<file path="src/rtl/core/spq_pkg.sv">
// Package for the stable sorted priority queue: sizes, operation codes and
// the structs that pass between the top level and the row of slot cells.
// Depends on nothing.
`default_nettype none

package spq_pkg;

  // Number of slots in the queue.
  localparam int unsigned Capacity    = 16;
  // Width of a priority value.
  localparam int unsigned SevBits     = 8;
  // Width of the stored tag.
  localparam int unsigned PayloadBits = 16;

  // Operation codes on the input channel.
  typedef enum logic [0:0] {
    OpInsert = 1'b0,
    OpRemove = 1'b1
  } op_e;

  // Contents of one slot.
  typedef struct packed {
    logic                   valid;
    logic [SevBits-1:0]     sev;
    logic [PayloadBits-1:0] tag;
  } entry_t;

  // Command that is broadcast to every cell in the cycle of a transfer.
  typedef struct packed {
    logic                   ins;
    logic                   rem;
    logic [SevBits-1:0]     sev;
    logic [PayloadBits-1:0] tag;
  } cmd_t;

endpackage

`default_nettype wire

</file>
<file path="src/rtl/core/stable_sorted_priority_queue_top.sv">
// Top level of the stable sorted priority queue: the row of slot cells and
// the result register with its handshake.
// Depends on spq_pkg and spq_cell.
//
// Usage: an item on the input channel (op_i, severity_i, payload_i) is
// transferred when in_valid_i and in_ready_o are both high. An insert puts
// the entry behind every queued entry with a priority no larger, so equal
// priorities leave in arrival order; a removal takes the front entry.
// Every item yields one result on the output channel (ok_o,
// out_severity_o, out_payload_o, now_empty_o, now_full_o), transferred
// when out_valid_o and out_ready_i are both high.
// The result is registered and valid in the cycle after the input
// transfer. The queue takes one item per cycle while the receiver keeps up;
// the row of cells all compare against the new priority and shift together.
// When the receiver stalls, the result waits in the output register and
// in_ready_o stays low until it is taken; a result taken in a cycle frees
// the register for the next input in that same cycle.
// Reset clears every slot's valid bit and the output valid flag: the queue
// starts empty, with no result pending.
`default_nettype none

module stable_sorted_priority_queue_top (
  input  logic        clk_i,
  input  logic        rst_ni,
  input  logic        in_valid_i,
  output logic        in_ready_o,
  input  logic        op_i,
  input  logic [7:0]  severity_i,
  input  logic [15:0] payload_i,
  output logic        out_valid_o,
  input  logic        out_ready_i,
  output logic        ok_o,
  output logic [7:0]  out_severity_o,
  output logic [15:0] out_payload_o,
  output logic        now_empty_o,
  output logic        now_full_o
);

  localparam int unsigned Cap = spq_pkg::Capacity;

  spq_pkg::entry_t [Cap-1:0] cell_entry;
  logic            [Cap-1:0] cell_behind;
  logic            [Cap-1:0] cell_valid;
  spq_pkg::cmd_t             cmd;
  spq_pkg::op_e              op;
  logic                      in_fire;
  logic                      q_empty;
  logic                      q_full;

  logic                        out_valid_q, out_valid_d;
  logic                        ok_q, ok_d;
  logic [spq_pkg::SevBits-1:0] sev_q, sev_d;
  logic [15:0]                 payload_q, payload_d;
  logic                        empty_q, empty_d;
  logic                        full_q, full_d;

  assign op      = spq_pkg::op_e'(op_i);
  assign in_fire = in_valid_i && in_ready_o;

  // The output register takes a new result when empty or being drained.
  assign in_ready_o = !out_valid_q || out_ready_i;

  // Occupancy follows from the valid bits, which fill from the front.
  always_comb begin
    for (int i = 0; i < Cap; i++) begin
      cell_valid[i] = cell_entry[i].valid;
    end
  end
  assign q_empty = !cell_valid[0];
  assign q_full  = cell_valid[Cap-1];

  // Command broadcast to the cells; a blocked operation leaves them alone.
  always_comb begin
    cmd.ins = in_fire && (op == spq_pkg::OpInsert) && !q_full;
    cmd.rem = in_fire && (op == spq_pkg::OpRemove) && !q_empty;
    cmd.sev = severity_i;
    cmd.tag = payload_i[spq_pkg::PayloadBits-1:0];
  end

  // Row of slot cells, front at index zero.
  for (genvar g = 0; g < Cap; g++) begin : g_cell
    spq_pkg::entry_t left_entry;
    spq_pkg::entry_t right_entry;
    logic            left_behind;

    if (g == 0) begin : g_front
      assign left_entry  = '0;
      assign left_behind = 1'b1;
    end else begin : g_mid
      assign left_entry  = cell_entry[g-1];
      assign left_behind = cell_behind[g-1];
    end

    if (g == Cap - 1) begin : g_back
      assign right_entry = '0;
    end else begin : g_inner
      assign right_entry = cell_entry[g+1];
    end

    spq_cell u_cell (
      .clk_i        (clk_i),
      .rst_ni       (rst_ni),
      .cmd_i        (cmd),
      .left_i       (left_entry),
      .left_behind_i(left_behind),
      .right_i      (right_entry),
      .entry_o      (cell_entry[g]),
      .behind_o     (cell_behind[g])
    );
  end

  // Build the result of the operation being transferred.
  always_comb begin
    out_valid_d = out_valid_q;
    ok_d        = ok_q;
    sev_d       = sev_q;
    payload_d   = payload_q;
    empty_d     = empty_q;
    full_d      = full_q;
    if (out_valid_q && out_ready_i) begin
      out_valid_d = 1'b0;
    end
    if (in_fire) begin
      out_valid_d = 1'b1;
      sev_d       = '0;
      payload_d   = '0;
      if (op == spq_pkg::OpInsert) begin
        ok_d    = !q_full;
        empty_d = 1'b0;
        full_d  = q_full || cell_valid[Cap-2];
      end else begin
        ok_d    = !q_empty;
        empty_d = !cell_valid[1];
        full_d  = 1'b0;
        if (!q_empty) begin
          sev_d     = cell_entry[0].sev;
          payload_d = 16'(cell_entry[0].tag);
        end
      end
    end
  end

  // Output handshake state.
  always_ff @(posedge clk_i or negedge rst_ni) begin
    if (!rst_ni) begin
      out_valid_q <= 1'b0;
    end else begin
      out_valid_q <= out_valid_d;
    end
  end

  // Result payload.
  always_ff @(posedge clk_i) begin
    ok_q      <= ok_d;
    sev_q     <= sev_d;
    payload_q <= payload_d;
    empty_q   <= empty_d;
    full_q    <= full_d;
  end

  assign out_valid_o    = out_valid_q;
  assign ok_o           = ok_q;
  assign out_severity_o = sev_q;
  assign out_payload_o  = payload_q;
  assign now_empty_o    = empty_q;
  assign now_full_o     = full_q;

  // Checks on the row: valid slots are packed at the front and sorted.
  logic holes;
  logic unsorted;
  always_comb begin
    holes    = 1'b0;
    unsorted = 1'b0;
    for (int i = 1; i < Cap; i++) begin
      if (cell_valid[i] && !cell_valid[i-1]) begin
        holes = 1'b1;
      end
      if (cell_valid[i] && (cell_entry[i].sev < cell_entry[i-1].sev)) begin
        unsorted = 1'b1;
      end
    end
  end

  a_packed: assert property (@(posedge clk_i) disable iff (!rst_ni) !holes)
    else $error("valid slots are not packed at the front");

  a_sorted: assert property (@(posedge clk_i) disable iff (!rst_ni) !unsorted)
    else $error("queued priorities are out of order");

  a_empty_remove: assert property (@(posedge clk_i) disable iff (!rst_ni)
      (in_fire && op_i && q_empty) |=> (out_valid_o && !ok_o && now_empty_o))
    else $error("removal on an empty queue did not report failure");

  a_full_insert: assert property (@(posedge clk_i) disable iff (!rst_ni)
      (in_fire && !op_i && q_full) |=> (q_full && !ok_o && now_full_o))
    else $error("insert on a full queue changed the queue or reported success");

endmodule

`default_nettype wire

</file>
<file path="src/rtl/core/spq_cell.sv">
// One slot of the sorted queue. It keeps its entry, takes the new entry,
// takes its left neighbor's entry on an insert, or its right neighbor's on a removal.
// Depends on spq_pkg.
`default_nettype none

module spq_cell (
  input  logic            clk_i,
  input  logic            rst_ni,
  input  spq_pkg::cmd_t   cmd_i,
  input  spq_pkg::entry_t left_i,
  input  logic            left_behind_i,
  input  spq_pkg::entry_t right_i,
  output spq_pkg::entry_t entry_o,
  output logic            behind_o
);

  logic                            valid_q;
  logic [spq_pkg::SevBits-1:0]     sev_q;
  logic [spq_pkg::PayloadBits-1:0] tag_q;
  spq_pkg::entry_t                 entry_q, entry_d;

  assign entry_q = {valid_q, sev_q, tag_q};

  // The new entry goes behind this slot if it holds a priority no larger.
  assign behind_o = entry_q.valid && (entry_q.sev <= cmd_i.sev);

  // Choose the next contents of the slot.
  always_comb begin
    entry_d = entry_q;
    if (cmd_i.ins) begin
      if (!behind_o) begin
        if (left_behind_i) begin
          entry_d.valid = 1'b1;
          entry_d.sev   = cmd_i.sev;
          entry_d.tag   = cmd_i.tag;
        end else begin
          entry_d = left_i;
        end
      end
    end else if (cmd_i.rem) begin
      entry_d = right_i;
    end
  end

  // The valid bit is control state and is cleared at reset.
  always_ff @(posedge clk_i or negedge rst_ni) begin
    if (!rst_ni) begin
      valid_q <= 1'b0;
    end else begin
      valid_q <= entry_d.valid;
    end
  end

  // Priority and tag carry no reset.
  always_ff @(posedge clk_i) begin
    sev_q <= entry_d.sev;
    tag_q <= entry_d.tag;
  end

  assign entry_o = entry_q;

endmodule

`default_nettype wire

</file>
<file path="config.mk">
export PLATFORM = sky130hd
export DESIGN_NAME = stable_sorted_priority_queue_top
export DESIGN_NICKNAME = d
export VERILOG_FILES = /design/src/rtl/core/spq_pkg.sv /design/src/rtl/core/stable_sorted_priority_queue_top.sv /design/src/rtl/core/spq_cell.sv
export SDC_FILE = /design/constraint.sdc
export NUM_CORES = 1
export LEC_CHECK = 0
export ABC_CLOCK_PERIOD_IN_PS = 3440
export BUFFER_PORTS_ARGS = -buffer_cell sky130_fd_sc_hd__buf_2
export CAP_MARGIN = 15
export CORE_ASPECT_RATIO = 1.1
export CORE_UTILIZATION = 58
export DETAILED_ROUTE_END_ITERATION = 7
export HOLD_SLACK_MARGIN = 0.08
export PLACE_DENSITY = 0.78
export SLEW_MARGIN = 20
export SYNTH_ARGS = -nofsm -noshare
export SYNTH_HDL_FRONTEND = slang
export SYNTH_HIERARCHICAL = 1
export SYNTH_SLANG_ARGS = --single-unit
</file>
<file path="constraint.sdc">
create_clock -name clk_i -period 3.44 [get_ports clk_i]
set_clock_uncertainty 0.15 [all_clocks]
set_input_delay 0.344 -clock clk_i [delete_from_list [all_inputs] [get_ports clk_i]]
set_output_delay 0.344 -clock clk_i [all_outputs]
set_load 0.05 [all_outputs]
</file>
==> results.cfg <==
[outcome]
outcome = complete, no violations

[clock_tree]
clock-sinks = 428
clockRootBuffer = clkbuf_16
cts_setup_buffers = 0
worstSkewPairLatency_ns = 0.58
holdBufCountCts = 3
cts_buffer_depth = 3
cts.reportedPaths.clkPinSlew_ns = 0.06
htree_levels = 2
numCtsBuffers = 45
post_cts_resized = 0
cts_tree = done

[worst_setup_path]
critPathRequiredTime_ns = 3.60
critPathLaunchType = register
crit_slowest_cell = edfxtp_1
worstPathMaxFanout = 18
cp.arrival_ns = 2.94
crit_type = register to register
r2r-start = g_cell[11].u_cell/sev_q[5]$_DFFE_PP_
crit_path_cell_trace = ha_1 -> nand4_1 -> nor2_1 -> a21oi_1 -> nor3b_4 -> buf_12 -> mux2i_1 -> a21oi_1
cp-startpoint = g_cell[11].u_cell/sev_q[5]$_DFFE_PP_
r2r_cells = 8
max_stage_delay_ns = 0.47
path_common_cell = a21oi_1
crit_path_end_kind = register

[detailed_routing]
drt_wl_total_mm = 57.7
via_count = 17800
wl_per_cell_um = 19.2
ant_nets = 0
drt_iter0_drc = 1334
drt_drc_violations_left = 0
drt-vias-per-instance = 5.94
first_pass_iters = 5

[global_route]
grt_max_degree = 103
grt_antenna_before_repair = 2
grt_pass1_vias = 17500
grt_pass1_wl_mm = 92.7
overflow = 0
grt_usage_pct = 26.7

[timing]
fin_crit_sh_pct = 80.8
slew_violations = 0
worstMarginPinSlew_ns = 0.718
relSlewSlack_pct = 52.1
rsz0062_at_grt = false
setup_viol = 0
finalSetupTns_ns = 0
fin_crit_ns = 2.78
maxClockFrequency_ghz = 0.360
setup_ws_ns = 0.660
hold_viol_final = 0

[floorplan]
pin_count = 58
die_x_um = 200
die_y_um = 220
start_util_pct = 58.8
dieArea_mm2 = 0.0439
rows = 79
core_mm2 = 0.0424

[finish]
fin_cells = 3000
fillers = 3119
fin_nets = 2554
stdcell_area_mm2 = 0.0279
register_area_mm2 = 0.0128
layout_commonest_cell = a21oi_1
multi_input_area_mm2 = 0.0112
drive_above_1_share_pct = 9.59
layout_common_cells = a21oi_1 (432), nor2_1 (419), edfxtp_1 (411)
areaGrowthSynthToFinish_pct = 11.9

[power]
leakagePower_nw = 11.0
p_switching_mw = 6.13
intPower_mw = 12.3
power_density_mw_per_mm2 = 660
p_seq_share_pct = 41.7
swShare_pct = 33.3
peakVddDrop_uv = 363
power_mw = 18.4
pwr-share-comb_pct = 32.5
clkPwrFrac_pct = 25.8

[logic_synthesis]
synth_mux_area_share_pct = 16.1
synth_compound_area_share_pct = 11.6
synthArstFlopShare_pct = 3.97
syn_area_mm2 = 0.0250
synthAdderAreaFrac_pct = 6.42
syn_area_per_cell_um2 = 10.7
synth-simple-area-share_pct = 9.39
synth_edf_count = 411
ys_types = 24
ys.flop_type = edfxtp_1
synth_top_family_by_area = multiplexers
synth_seq_area_share_pct = 51.2
ys_warn_count = 6
synthXorXnorAreaFrac_pct = 0
synth_cells = 2326
synth-seq-cells = 428

[placement]
place_inst = 2914
portBuffers = 57
dp_hpwl_mm = 40.5
postPlaceCellArea_mm2 = 0.0265
gp_congestion = 0.873
post-place-ws_ns = 0.242

[min_path]
hold_class = input pin to async pin

[run]
maxCapViolations = 0
## per-stage QoR
step | util, % | hold WS (ns)
floorplan | - | -0.102
global placement | 62.4 | 0.189
detailed placement | 62.4 | 0.200
CTS | 65.8 | 0.129
global route | 65.8 | 0.165
finish | 65.9 | 0.149
## critical path, delay by kind of cell (launching register included)
| kind | cells | cell delay, ns |
|---|---|---|
| simple gates | 3 | 0.80 |
| flops | 1 | 0.47 |
| fa+ha+maj | 1 | 0.34 |
| mux | 1 | 0.29 |
| buf+inv | 1 | 0.23 |
| compound gates | 2 | 0.23 |
## cells in the mapped netlist (2+ instances only)
cell type    n  area [um2]
a211oi_1    16         120
a21o_1      32         240
a21oi_1    448        2240
and3_1      25         156
buf_2       34         170
buf_4       51         383
clkbuf_1    80         300
conb_1       2        7.51
dfrtp_1     17         425
edfxtp_1   411       12300
ha_1       128        1600
inv_1      128         480
mux2i_1    401        4010
nand2b_1     2        12.5
nand3_1     16        80.1
nand4_1     32         200
nor2_1     419        1570
nor2b_1     17         106
nor3b_2     16         200
o211ai_1    16         120
o21ai_0     32         160
## per-layer routing
layer | share of wire (%) | global-route usage, % | up-vias
li1 | - | - | 8580
met1 | 43 | 34.9 | 8599
met2 | 49 | 44.7 | 518
met3 | 4.8 | 3.69 | 119
met4 | 3.3 | 10.5 | 0
met5 | 0 | 0 | -
## kinds of logic after synthesis
kind of cell,after synthesis
fa+ha+maj,128
other cells,2
simple gates,529
mux,401
flops,428
buf+inv,294
compound gates,544
## cell type report
| type | instances | area share (%) |
|---|---|---|
| sequential | 428 | 45.7 |
| multi-input combinational | 1653 | 40.1 |
| timing repair buffer | 140 | 4.80 |
| clock buffer | 58 | 4.24 |
| tap | 567 | 2.54 |
| inverter | 129 | 1.73 |
| clock inverter | 22 | 0.851 |
| antenna | 3 | 0.0269 |
## sequential cells by signal, summed over array words and instances (netlist names)
| signal | flops |
|---|---|
| g_cell.u_cell/tag_q | 256 |
| g_cell.u_cell/sev_q | 128 |
| g_cell.u_cell/valid_q | 16 |
| out_payload_o | 16 |
| out_severity_o | 8 |
| now_empty_o | 1 |
| now_full_o | 1 |
| ok_o | 1 |
| out_valid_o | 1 |
## worst paths after layout
check | end | slack [ns]
min | out_valid_o$_DFFE_PN0P_ | 0.15
min reg2reg | g_cell[14].u_cell/tag_q[9]$_DFFE_PP_ | 0.42
max reg2reg | g_cell[12].u_cell/tag_q[13]$_DFFE_PP_ | 0.66
max in group asynchronous | g_cell[5].u_cell/valid_q$_DFFE_PN0P_ | 2.58
max | g_cell[12].u_cell/tag_q[13]$_DFFE_PP_ | 0.66
min in group clk_i | out_severity_o[7]$_SDFFCE_PN0P_ | 0.18
## power groups by stage
stage	clock network, mW	logic (mW)	registers [mW]
after floorplan	0	4.42	7.58
after global placement	0	5.70	7.73
after detailed placement	0	5.96	7.75
after CTS	4.83	5.97	7.67
after global routing	4.98	6.52	7.77
final	4.75	5.99	7.68
Power figures use the tool's default switching activity.
